<file path="src/rtl/tcti_pkg.sv">
`timescale 1ns / 1ps
// ----------------------------------------------------------------------------
// tcti_pkg: shared constants and types
// Widths of the threshold crossing time picker and its divider.
// ----------------------------------------------------------------------------
package tcti_pkg;

	localparam int RECORD_LENGTH = 2048;
	localparam int FRAC_BITS     = 8;

	localparam int SAMPLE_W = 16;
	localparam int TIME_W   = 20;
	localparam int IDX_W    = $clog2(RECORD_LENGTH);
	// |level - prev| < 2^16, so the scaled numerator magnitude fits 16+FRAC_BITS bits
	localparam int DEN_W    = SAMPLE_W;
	localparam int MAG_W    = SAMPLE_W + FRAC_BITS;
	localparam int DCNT_W   = $clog2(MAG_W + 1);
	localparam int SUM_W    = (SAMPLE_W + 2 + FRAC_BITS > TIME_W + 1) ?
	                          (SAMPLE_W + 2 + FRAC_BITS) : (TIME_W + 1);

	localparam int PADDR_W  = 3;
	localparam int PDATA_W  = 32;
	localparam logic [PADDR_W-3:0] REG_LEVEL = '0;

	localparam logic signed [TIME_W-1:0] TIME_MAX = {1'b0, {(TIME_W-1){1'b1}}};
	localparam logic signed [TIME_W-1:0] TIME_MIN = {1'b1, {(TIME_W-1){1'b0}}};

	typedef struct packed {
		logic busy;
		logic done;
	} div_stat_t;

	typedef enum logic [2:0] {
		S_IDLE = 3'b001,
		S_DIV  = 3'b010,
		S_FIN  = 3'b100
	} seq_state_t;

endpackage

</file>
<file path="src/rtl/tcti_div.sv">
`timescale 1ns / 1ps
// ----------------------------------------------------------------------------
// tcti_div: iterative unsigned divider
// Restoring division, one quotient bit per cycle, MAG_W quotient bits per divide.
// ----------------------------------------------------------------------------
module tcti_div (
	input  logic                        clk,
	input  logic                        arst_n,
	input  logic                        start,
	input  logic [tcti_pkg::MAG_W-1:0]  dividend,
	input  logic [tcti_pkg::DEN_W-1:0]  divisor,
	output logic [tcti_pkg::MAG_W-1:0]  quotient,
	output tcti_pkg::div_stat_t         stat
);

	logic [tcti_pkg::DEN_W-1:0]  rem_q;
	logic [tcti_pkg::MAG_W-1:0]  quot_q;
	logic [tcti_pkg::DEN_W-1:0]  den_q;
	logic [tcti_pkg::DCNT_W-1:0] cnt_q;
	logic                        busy_q;
	logic                        done_q;

	logic [tcti_pkg::DEN_W:0] rem_sh;
	logic [tcti_pkg::DEN_W:0] rem_diff;
	logic                     ge;

	assign rem_sh   = {rem_q, quot_q[tcti_pkg::MAG_W-1]};
	assign rem_diff = rem_sh - {1'b0, den_q};
	assign ge       = rem_sh >= {1'b0, den_q};

	always_ff @(posedge clk or negedge arst_n) begin
		if (!arst_n) begin
			busy_q <= 1'b0;
			done_q <= 1'b0;
			cnt_q  <= '0;
		end else begin
			done_q <= !start && busy_q && (cnt_q == tcti_pkg::DCNT_W'(1));
			if (start) begin
				busy_q <= 1'b1;
				cnt_q  <= tcti_pkg::DCNT_W'(tcti_pkg::MAG_W);
			end else if (busy_q) begin
				cnt_q <= cnt_q - 1'b1;
				if (cnt_q == tcti_pkg::DCNT_W'(1)) begin
					busy_q <= 1'b0;
				end
			end
		end
	end

	always_ff @(posedge clk) begin
		if (start) begin
			rem_q  <= '0;
			quot_q <= dividend;
			den_q  <= divisor;
		end else if (busy_q) begin
			rem_q  <= ge ? rem_diff[tcti_pkg::DEN_W-1:0] : rem_sh[tcti_pkg::DEN_W-1:0];
			quot_q <= {quot_q[tcti_pkg::MAG_W-2:0], ge};
		end
	end

	assign quotient  = quot_q;
	assign stat.busy = busy_q;
	assign stat.done = done_q;

	a_no_restart: assert property (@(posedge clk) disable iff (!arst_n)
		busy_q |-> !start) else $error("divider restarted while busy");
	a_done_after_busy: assert property (@(posedge clk) disable iff (!arst_n)
		done_q |-> $past(busy_q)) else $error("divider done without a divide");
	a_done_pulse: assert property (@(posedge clk) disable iff (!arst_n)
		done_q |=> !done_q) else $error("divider done held");

endmodule

</file>
<file path="src/rtl/threshold_crossing_time_interp_top.sv">
`timescale 1ns / 1ps
// ----------------------------------------------------------------------------
// threshold_crossing_time_interp_top: leading-edge time pick
// Finds the first threshold crossing of a sample record and interpolates
// its time between the two neighbouring samples.
// ----------------------------------------------------------------------------
// Samples are taken one word per cycle while in_stall is low. The crossing
// sample (at most one per record) holds in_stall high while the radix-2
// divider works out the interpolation fraction, MAG_W (16+FRAC_BITS, 24 by
// default) quotient bits wide, in S_DIV and then S_FIN, or in S_FIN alone
// when the crossing samples are equal. crossing_time is the index of the
// sample before the crossing times 2^FRAC_BITS plus the signed fraction,
// saturated to 20 bits; a record without a crossing gives one word with
// crossing_found low and time zero. crossing_level is at APB byte address 0.
// ----------------------------------------------------------------------------
module threshold_crossing_time_interp_top (
	input  logic                                  clk,
	input  logic                                  arst_n,
	input  logic                                  psel,
	input  logic                                  penable,
	input  logic                                  pwrite,
	input  logic [tcti_pkg::PADDR_W-1:0]          paddr,
	input  logic [tcti_pkg::PDATA_W-1:0]          pwdata,
	output logic [tcti_pkg::PDATA_W-1:0]          prdata,
	output logic                                  pready,
	input  logic                                  in_valid,
	output logic                                  in_stall,
	input  logic signed [tcti_pkg::SAMPLE_W-1:0]  sample_value,
	input  logic                                  record_end,
	output logic                                  out_valid,
	input  logic                                  out_stall,
	output logic signed [tcti_pkg::TIME_W-1:0]    crossing_time,
	output logic                                  crossing_found
);

	logic signed [tcti_pkg::SAMPLE_W-1:0] level_q;
	logic signed [tcti_pkg::SAMPLE_W-1:0] prev_q;
	logic [tcti_pkg::IDX_W-1:0]           idx_q;
	logic                                 done_q;
	tcti_pkg::seq_state_t                 state_q;

	logic [tcti_pkg::IDX_W-1:0]           idx_m1_q;
	logic                                 neg_q;
	logic                                 den_zero_q;

	logic                                 out_valid_q;
	logic signed [tcti_pkg::TIME_W-1:0]   out_time_q;
	logic                                 out_found_q;

	// config port
	logic cfg_wr;
	logic level_sel;

	assign pready    = 1'b1;
	assign level_sel = paddr[tcti_pkg::PADDR_W-1:2] == tcti_pkg::REG_LEVEL;
	assign cfg_wr    = psel && penable && pwrite && level_sel;
	assign prdata    = level_sel ? tcti_pkg::PDATA_W'(level_q) : '0;

	always_ff @(posedge clk or negedge arst_n) begin
		if (!arst_n) begin
			level_q <= '0;
		end else if (cfg_wr) begin
			level_q <= pwdata[tcti_pkg::SAMPLE_W-1:0];
		end
	end

	// input side
	logic in_acc;
	logic hit;
	logic signed [tcti_pkg::SAMPLE_W:0] num_d;
	logic signed [tcti_pkg::SAMPLE_W:0] den_d;
	logic [tcti_pkg::SAMPLE_W:0]        num_abs;
	logic [tcti_pkg::SAMPLE_W:0]        den_abs;
	logic [tcti_pkg::MAG_W-1:0]         dividend;
	logic                               div_start;
	logic [tcti_pkg::MAG_W-1:0]         quotient;
	tcti_pkg::div_stat_t                div_stat;

	assign in_stall = (state_q != tcti_pkg::S_IDLE) || (out_valid_q && out_stall);
	assign in_acc   = in_valid && !in_stall;
	assign hit      = !done_q && (idx_q != '0) && (sample_value >= level_q);

	assign num_d    = {level_q[tcti_pkg::SAMPLE_W-1], level_q} -
	                  {prev_q[tcti_pkg::SAMPLE_W-1], prev_q};
	assign den_d    = {sample_value[tcti_pkg::SAMPLE_W-1], sample_value} -
	                  {prev_q[tcti_pkg::SAMPLE_W-1], prev_q};
	assign num_abs  = num_d[tcti_pkg::SAMPLE_W] ? -num_d : num_d;
	assign den_abs  = den_d[tcti_pkg::SAMPLE_W] ? -den_d : den_d;
	assign dividend = tcti_pkg::MAG_W'(num_abs[tcti_pkg::SAMPLE_W-1:0]) << tcti_pkg::FRAC_BITS;
	assign div_start = in_acc && hit && (den_d != '0);

	tcti_div u_div (
		.clk      (clk),
		.arst_n   (arst_n),
		.start    (div_start),
		.dividend (dividend),
		.divisor  (den_abs[tcti_pkg::DEN_W-1:0]),
		.quotient (quotient),
		.stat     (div_stat)
	);

	// final time: (idx-1)*2^F + signed fraction, then saturate
	logic signed [tcti_pkg::SUM_W-1:0] q_ext;
	logic signed [tcti_pkg::SUM_W-1:0] q_sgn;
	logic signed [tcti_pkg::SUM_W-1:0] base;
	logic signed [tcti_pkg::SUM_W-1:0] t_sum;
	logic signed [tcti_pkg::TIME_W-1:0] t_sat;

	assign q_ext = den_zero_q ? '0 : tcti_pkg::SUM_W'(quotient);
	assign q_sgn = neg_q ? -q_ext : q_ext;
	assign base  = tcti_pkg::SUM_W'(idx_m1_q) << tcti_pkg::FRAC_BITS;
	assign t_sum = base + q_sgn;

	always_comb begin
		if (t_sum > tcti_pkg::SUM_W'(tcti_pkg::TIME_MAX)) begin
			t_sat = tcti_pkg::TIME_MAX;
		end else if (t_sum < tcti_pkg::SUM_W'(tcti_pkg::TIME_MIN)) begin
			t_sat = tcti_pkg::TIME_MIN;
		end else begin
			t_sat = t_sum[tcti_pkg::TIME_W-1:0];
		end
	end

	// a new output word: finished pick, or a record that ended without one
	logic out_load;

	assign out_load = (state_q == tcti_pkg::S_FIN) ||
	                  (in_acc && !hit && record_end && !done_q);

	// sequencer and record state
	always_ff @(posedge clk or negedge arst_n) begin
		if (!arst_n) begin
			state_q     <= tcti_pkg::S_IDLE;
			prev_q      <= '0;
			idx_q       <= '0;
			done_q      <= 1'b0;
			out_valid_q <= 1'b0;
		end else begin
			if (out_load) begin
				out_valid_q <= 1'b1;
			end else if (!out_stall) begin
				out_valid_q <= 1'b0;
			end
			case (state_q)
				tcti_pkg::S_IDLE: begin
					if (in_acc) begin
						if (hit) begin
							state_q <= (den_d != '0) ? tcti_pkg::S_DIV : tcti_pkg::S_FIN;
						end
						if (record_end) begin
							prev_q <= '0;
							idx_q  <= '0;
							done_q <= 1'b0;
						end else begin
							prev_q <= sample_value;
							if (idx_q != tcti_pkg::IDX_W'(tcti_pkg::RECORD_LENGTH - 1)) begin
								idx_q <= idx_q + 1'b1;
							end
							if (hit) begin
								done_q <= 1'b1;
							end
						end
					end
				end
				tcti_pkg::S_DIV: begin
					if (div_stat.done) begin
						state_q <= tcti_pkg::S_FIN;
					end
				end
				tcti_pkg::S_FIN: begin
					state_q <= tcti_pkg::S_IDLE;
				end
				default: begin
					state_q <= tcti_pkg::S_IDLE;
				end
			endcase
		end
	end

	// crossing context and output word
	always_ff @(posedge clk) begin
		if (in_acc && hit) begin
			idx_m1_q   <= idx_q - 1'b1;
			neg_q      <= num_d[tcti_pkg::SAMPLE_W] ^ den_d[tcti_pkg::SAMPLE_W];
			den_zero_q <= den_d == '0;
		end
		if (state_q == tcti_pkg::S_FIN) begin
			out_time_q  <= t_sat;
			out_found_q <= 1'b1;
		end else if (in_acc && !hit && record_end && !done_q) begin
			out_time_q  <= '0;
			out_found_q <= 1'b0;
		end
	end

	assign out_valid      = out_valid_q;
	assign crossing_time  = out_time_q;
	assign crossing_found = out_found_q;

	a_acc_idle: assert property (@(posedge clk) disable iff (!arst_n)
		in_acc |-> state_q == tcti_pkg::S_IDLE) else $error("word taken while busy");
	a_div_to_fin: assert property (@(posedge clk) disable iff (!arst_n)
		(state_q == tcti_pkg::S_DIV && div_stat.done) |=> state_q == tcti_pkg::S_FIN)
		else $error("divide result dropped");
	a_out_free: assert property (@(posedge clk) disable iff (!arst_n)
		state_q == tcti_pkg::S_FIN |-> !out_valid_q) else $error("output word overwritten");
	a_div_only_in_div: assert property (@(posedge clk) disable iff (!arst_n)
		div_stat.busy |-> state_q == tcti_pkg::S_DIV) else $error("divider busy out of sequence");

endmodule
</file>
<file path="config.mk">
export PLATFORM = sky130hd
export DESIGN_NAME = threshold_crossing_time_interp_top
export DESIGN_NICKNAME = d
export VERILOG_FILES = /design/src/rtl/tcti_pkg.sv /design/src/rtl/tcti_div.sv /design/src/rtl/threshold_crossing_time_interp_top.sv
export SDC_FILE = /design/constraint.sdc
export NUM_CORES = 1
export LEC_CHECK = 0
export BUFFER_PORTS_ARGS = -buffer_cell sky130_fd_sc_hd__buf_2
export CORE_UTILIZATION = 45
export CTS_CLUSTER_SIZE = 10
export DETAILED_ROUTE_END_ITERATION = 8
export SYNTH_ARGS = -nofsm -noshare
export SYNTH_HDL_FRONTEND = slang
export SYNTH_HIERARCHICAL = 1
export SYNTH_SLANG_ARGS = --single-unit
</file>
<file path="constraint.sdc">
create_clock -name clk -period 6 [get_ports clk]
set_clock_uncertainty 0.05 [all_clocks]
set_input_delay 0.9 -clock clk [delete_from_list [all_inputs] [get_ports clk]]
set_output_delay 0.9 -clock clk [all_outputs]
set_load 0.05 [all_outputs]
</file>
==> Word level (Yosys, flattened, before mapping) <==
Index checks and enable logic that the tools add are counted.
{ "totals": {"in_bits": 59, "output_inout_bits": 56, "elab_cells": 104, "regBits": 145} }
{ "op_classes": {"mux": 29, "add_sub_neg": 10, "eq_ne": 10, "order_cmp": 4, "bitwise_logic": 2, "n_reduce_logical": 31} }
{ "ops": {"columns": ["op", "n"], "rows": [
  ["2-to-1 mux 20 bit", 4],
  ["2-to-1 mux 24 bit", 3],
  ["2-to-1 mux 16 bit", 4],
  ["subtractor 16 x 16 -> 17 bit", 2],
  ["2-to-1 mux 32 bit", 1],
  ["negation 16 bit", 2],
  ["adder 20 x 26 -> 26 bit", 1],
  ["greater-than comparator 26 x 20 -> 1 bit, second input constant", 1],
  ["less-than comparator 26 x 20 -> 1 bit, second input constant", 1],
  ["2-to-1 mux 26 bit", 1],
  ["negation 24 -> 26 bit", 1],
  ["2-to-1 mux 11 bit", 2],
  ["greater-or-equal comparator 17 x 16 -> 1 bit", 1],
  ["zero test 17 bit", 1],
  ["nonzero test 17 bit", 1],
  ["greater-or-equal comparator 16 bit", 1],
  ["subtractor 16 bit", 1],
  ["logical AND 1 bit", 14],
  ["2-to-1 mux 3 bit", 4],
  ["adder 11 x 1 -> 11 bit, second input constant", 1],
  ["!= test 11 bit, second input constant", 1],
  ["nonzero test 11 bit", 1],
  ["subtractor 11 x 1 -> 11 bit, second input constant", 1],
  ["2-to-1 mux 5 bit", 2],
  ["17 further kinds", 34]
]} }

==> Logic depth before layout (Yosys ltp) <==
{ "depth": {"word_depth": 9, "depth_mapped": 21, "ltp_nobuf": 17} }

==> Cells and area by module <==
The synthesis kept the hierarchy.
{ "modules_own_cells": {"columns": ["module", "seq_area_each_um2", "instances", "cells_per_inst", "area_per_inst_um2"], "rows": [
  ["threshold_crossing_time_interp_top", 2213.4, 1, 923, 7729.9],
  ["tcti_div", 1696.6, 1, 302, 3453.3]
]} }

==> Worst setup path before layout <==
OpenSTA, ideal clock, no wires.
{ "synth_path": {"path_kind": "input to register", "startpoint": "input sample_value[0] (netlist bit)", "endpoint": "register u_div.quot_q, in the netlist u_div/quotient[0], enable pin", "t_required_ns": 5.592, "setup_time_ns": 0.358, "slack_ns": 0.561, "arrival_ns": 5.031, "path_stages": 16, "path_buffers": 3, "cell_sequence": "inv_1 > ha_1 > inv_1 > fa_1 > a211oi_1 > o21ai_0 > a31oi_1 > o21ai_1 > o211ai_1 > nand2b_1 > a31oi_1 > clkbuf_1 > a31oi_1 > clkbuf_1 > clkbuf_1 > or2_2"} }
{ "synth_between": {"elab_chain_len": 4, "word_cells_on_any_way": 6, "cone_classes": "1 x add/sub; 1 x order compare; 4 x reduce/logical"} }
{ "synth_lines": {"columns": ["element", "line_no", "source"], "rows": [
  ["from (decl)", "threshold_crossing_time_interp_top.sv:28", "input logic signed [tcti_pkg::SAMPLE_W-1:0] sample_value,"],
  ["branches (longest 3 deep; another with subtractor 16 x 16 -> 17 bit)", null, null],
  ["logical AND 1 bit *", "threshold_crossing_time_interp_top.sv:90", "assign div_start = in_acc && hit && (den_d != '0);"],
  ["via div_start", "threshold_crossing_time_interp_top.sv:75", "logic div_start;"],
  ["to (signal assigned)", "tcti_div.sv:53", "quot_q <= dividend;"],
  ["to (signal assigned)", "tcti_div.sv:57", "quot_q <= {quot_q[tcti_pkg::MAG_W-2:0], ge};"],
  ["to (decl)", "tcti_div.sv:17", "logic [tcti_pkg::MAG_W-1:0] quot_q;"]
]} }
Mark *: on every way through the listed nets, which the timed path passes.
A chain may end at the register's enable or synchronous reset.

==> Worst setup path in the final report <==
{ "layout_path": {"startpoint": "register den_zero_q", "endpoint": "register out_time_q, in the netlist crossing_time[4] (data pin)"} }
{ "layout_between": {"elab_chain_len": 8, "word_cells_on_any_way": 9, "cone_classes": "2 x add/sub; 2 x order compare; 5 x mux"} }
{ "layout_lines": {"columns": ["element", "line_no", "source"], "rows": [
  ["from (decl)", "threshold_crossing_time_interp_top.sv:44", "logic den_zero_q;"],
  ["from (signal assigned)", "threshold_crossing_time_interp_top.sv:185", "den_zero_q <= den_d == '0;"],
  ["2-to-1 mux 24 bit *", "threshold_crossing_time_interp_top.sv:109", "assign q_ext = den_zero_q ? '0 : tcti_pkg::SUM_W'(quotient);"],
  ["negation 24 -> 26 bit", "threshold_crossing_time_interp_top.sv:110", "assign q_sgn = neg_q ? -q_ext : q_ext;"],
  ["2-to-1 mux 26 bit *", "threshold_crossing_time_interp_top.sv:110", null],
  ["adder 20 x 26 -> 26 bit *", "threshold_crossing_time_interp_top.sv:112", "assign t_sum = base + q_sgn;"],
  ["less-than comparator 26 x 20 -> 1 bit", "threshold_crossing_time_interp_top.sv:117", "end else if (t_sum < tcti_pkg::SUM_W'(tcti_pkg::TIME_MIN)) begin"],
  ["2-to-1 mux 20 bit", "threshold_crossing_time_interp_top.sv:117", null],
  ["2-to-1 mux 20 bit *", "threshold_crossing_time_interp_top.sv:115", "if (t_sum > tcti_pkg::SUM_W'(tcti_pkg::TIME_MAX)) begin"],
  ["2-to-1 mux 20 bit *", "threshold_crossing_time_interp_top.sv:187", "if (state_q == tcti_pkg::S_FIN) begin"],
  ["to (signal assigned)", "threshold_crossing_time_interp_top.sv:188", "out_time_q <= t_sat;"],
  ["to (decl)", "threshold_crossing_time_interp_top.sv:47", "logic signed [tcti_pkg::TIME_W-1:0] out_time_q;"]
]} }
Every way passes the cells marked *; elsewhere a longest branch is shown, timed or not.

==> results.json <==
{
  "reg2reg_slack_ps": 1220,
  "timing.fmax_ghz": 0.2090,
  "path_clk_slew_ps": 60,
  "crit_path_end_kind": "flop",
  "port_buffers": 95,
  "cts-buffers-inserted": 17,
  "cts_setup_buffers": 0,
  "power_density_nw_per_um2": 611.4,
  "diodes": 0,
  "cp_slowest_stage_delay_ps": 740,
  "cts_buffer_depth": 2,
  "synthesis.area_um2": 11180,
  "cts_hold_buf": 0,
  "tightest_slew_ps": 886.2,
  "io_pins": 115,
  "die_h_um": 159.6,
  "clk_latency_ps": 430,
  "clockRootBuffer": "clkbuf_16",
  "final_util": 0.5086,
  "place_congestion": 0.9166,
  "cp.required_ps": 6100,
  "synthCells": 1224,
  "cts_sinks": 145,
  "antenna_left": 0,
  "num_rows": 57,
  "drtIter0Drc": 504,
  "maxSlewViolCount": 0,
  "path_max_fanout": 19,
  "wl_per_cell_um": 16.08,
  "status": "completed",
  "p_leak_uw": 0.005340,
  "fin_setup_tns_ps": 0,
  "dpl.hpwl_mm": 19.98,
  "hold_class": "flop to flop",
  "post_route_cells_drive_above_1_share": 0.1619,
  "worst-setup-path-type": "flop to flop",
  "avgSynthCellArea_um2": 9.130,
  "fin_crit_ps": 4785,
  "routed_wl_mm": 26.17,
  "relSlewSlack": 0.4080,
  "maxCapViolations": 0,
  "path_cells": "clkinv_1 -> nand2_1 -> ha_1 -> nor2b_1 -> nor2_1 -> buf_4 -> a311oi_1 -> ha_1 -> nand3_1 -> o211ai_1 -> o21ai_0 -> o21a_1 -> nor3_1 -> a21oi_1 -> o21ai_1 -> nand2_2 -> o21ai_0",
  "cp_data_arrival_time_ps": 4880,
  "grt.met3_usage": 0.03256,
  "vias_per_cell": 5.473,
  "post_cts_resize_count": 0,
  "drtPass1Iterations": 5,
  "use_met2": 0.3341,
  "startpoint_type": "flop",
  "routed-via-count": 8904,
  "overflow": 0,
  "antenna_found_initial": 0,
  "period_share": 0.7975,
  "drt_drc_violations_left": 0,
  "cp_slowest_cell": "nor2b_1",
  "cts_tree": "done",
  "area_growth_pct": 10.67,
  "setup_viol_count_final": 0,
  "start_util": 0.4595,
  "finalHoldViolCount": 0,
  "grt_busiest_layer": "met2",
  "dieArea_um2": 25470,
  "rsz0062_at_grt": "false",
  "yosysWarnings": 6,
  "grt_pass1_wl_mm": 43.66,
  "peakVddDrop_mv": 0.2510,
  "grt_pass1_vias": 8559,
  "coreArea_um2": 24320,
  "h-tree-depth": 4,
  "fp.dieW_um": 159.6,
  "p_total_uw": 7562,
  "fin_nets": 1436,
  "track_usage": 0.2131,
  "grt_max_degree": 56,
  "met1_usage": 0.2959
}
==> layer usage <==
metal | up-vias | wire length (um)
li1 | 4551 | -
met1 | 4105 | 12770
met2 | 212 | 11620
met3 | 36 | 1097
met4 | 0 | 677
met5 | - | 0
==> placed cells by master, fill, tap and decap left out, types with 16 or more instances in the layout <==
master,count
buf_2,95
a21o_1,23
xnor2_1,52
clkbuf_16,17
nand3_1,27
inv_1,81
a211oi_1,26
nor3_1,25
xor2_1,47
ha_1,83
dfrtp_1,54
nand2b_1,19
dfxtp_1,17
edfxtp_1,73
o31ai_1,16
nor2_1,120
nand2_1,95
mux2_2,43
o21ai_0,49
a21oi_1,56
==> flip-flops by register name, indices dropped and copies added (netlist names), 3 cells and up <==
register / cells
u_div/quotient: 24
crossing_time: 20
level_q: 16
prev_q: 16
u_div/den_q: 16
u_div/rem_q: 16
idx_m1_q: 11
idx_q: 11
u_div/cnt_q: 5
state_q: 3
==> metrics by stage <==
step	instances	setup WS [ps]	instance area, um^2	hold slack, ps
3_3_place_gp	1595	1018	11830	384.7
3_5_place_dp	1595	955.8	11830	388.9
6_report	1627	1215	12370	398.3
2_1_floorplan	1231	561.3	11200	399.8
4_1_cts	1627	1243	12370	397.4
5_1_grt	1627	915.9	12370	422.4
==> critical path, delay by kind of cell (launching register included) <==
| family | cells | cell delay [ps] |
|---|---|---|
| AOI/OAI and AO/OA | 7 | 1490 |
| adders and majority gates | 2 | 710 |
| buffers and inverters | 2 | 410 |
| DFF | 1 | 390 |
| and+or+nand+nor | 6 | 1460 |
==> where the power goes <==
| part | internal [uW] | switching (uW) |
|---|---|---|
| sequential | 1560 | 301 |
| clock | 536 | 447 |
| combinational | 1930 | 2790 |
==> final cells by class <==
type / instances / area, um^2
flip-flops and latches: 145 / 3910
fillers: 2289 / 11950
well taps: 324 / 405.4
clock buffers: 19 / 432.9
inverters: 83 / 311.5
clock inverters: 13 / 103.9
multi-input cells: 938 / 6654
repair buffers: 105 / 550.5
==> worst paths after layout <==
check	end	startpoint	cells past startpoint
worst max-delay path	crossing_time[4]	den_zero_q	17
worst min-delay path	crossing_found	crossing_found	2
worst max register to register	crossing_time[4]	den_zero_q	17
worst min register to register	crossing_found	crossing_found	2
max in group asynchronous	idx_q[6]	arst_n	2
min in group asynchronous	u_div/cnt_q[1]	arst_n	2
No activity file was read; power rests on OpenSTA's default activity.
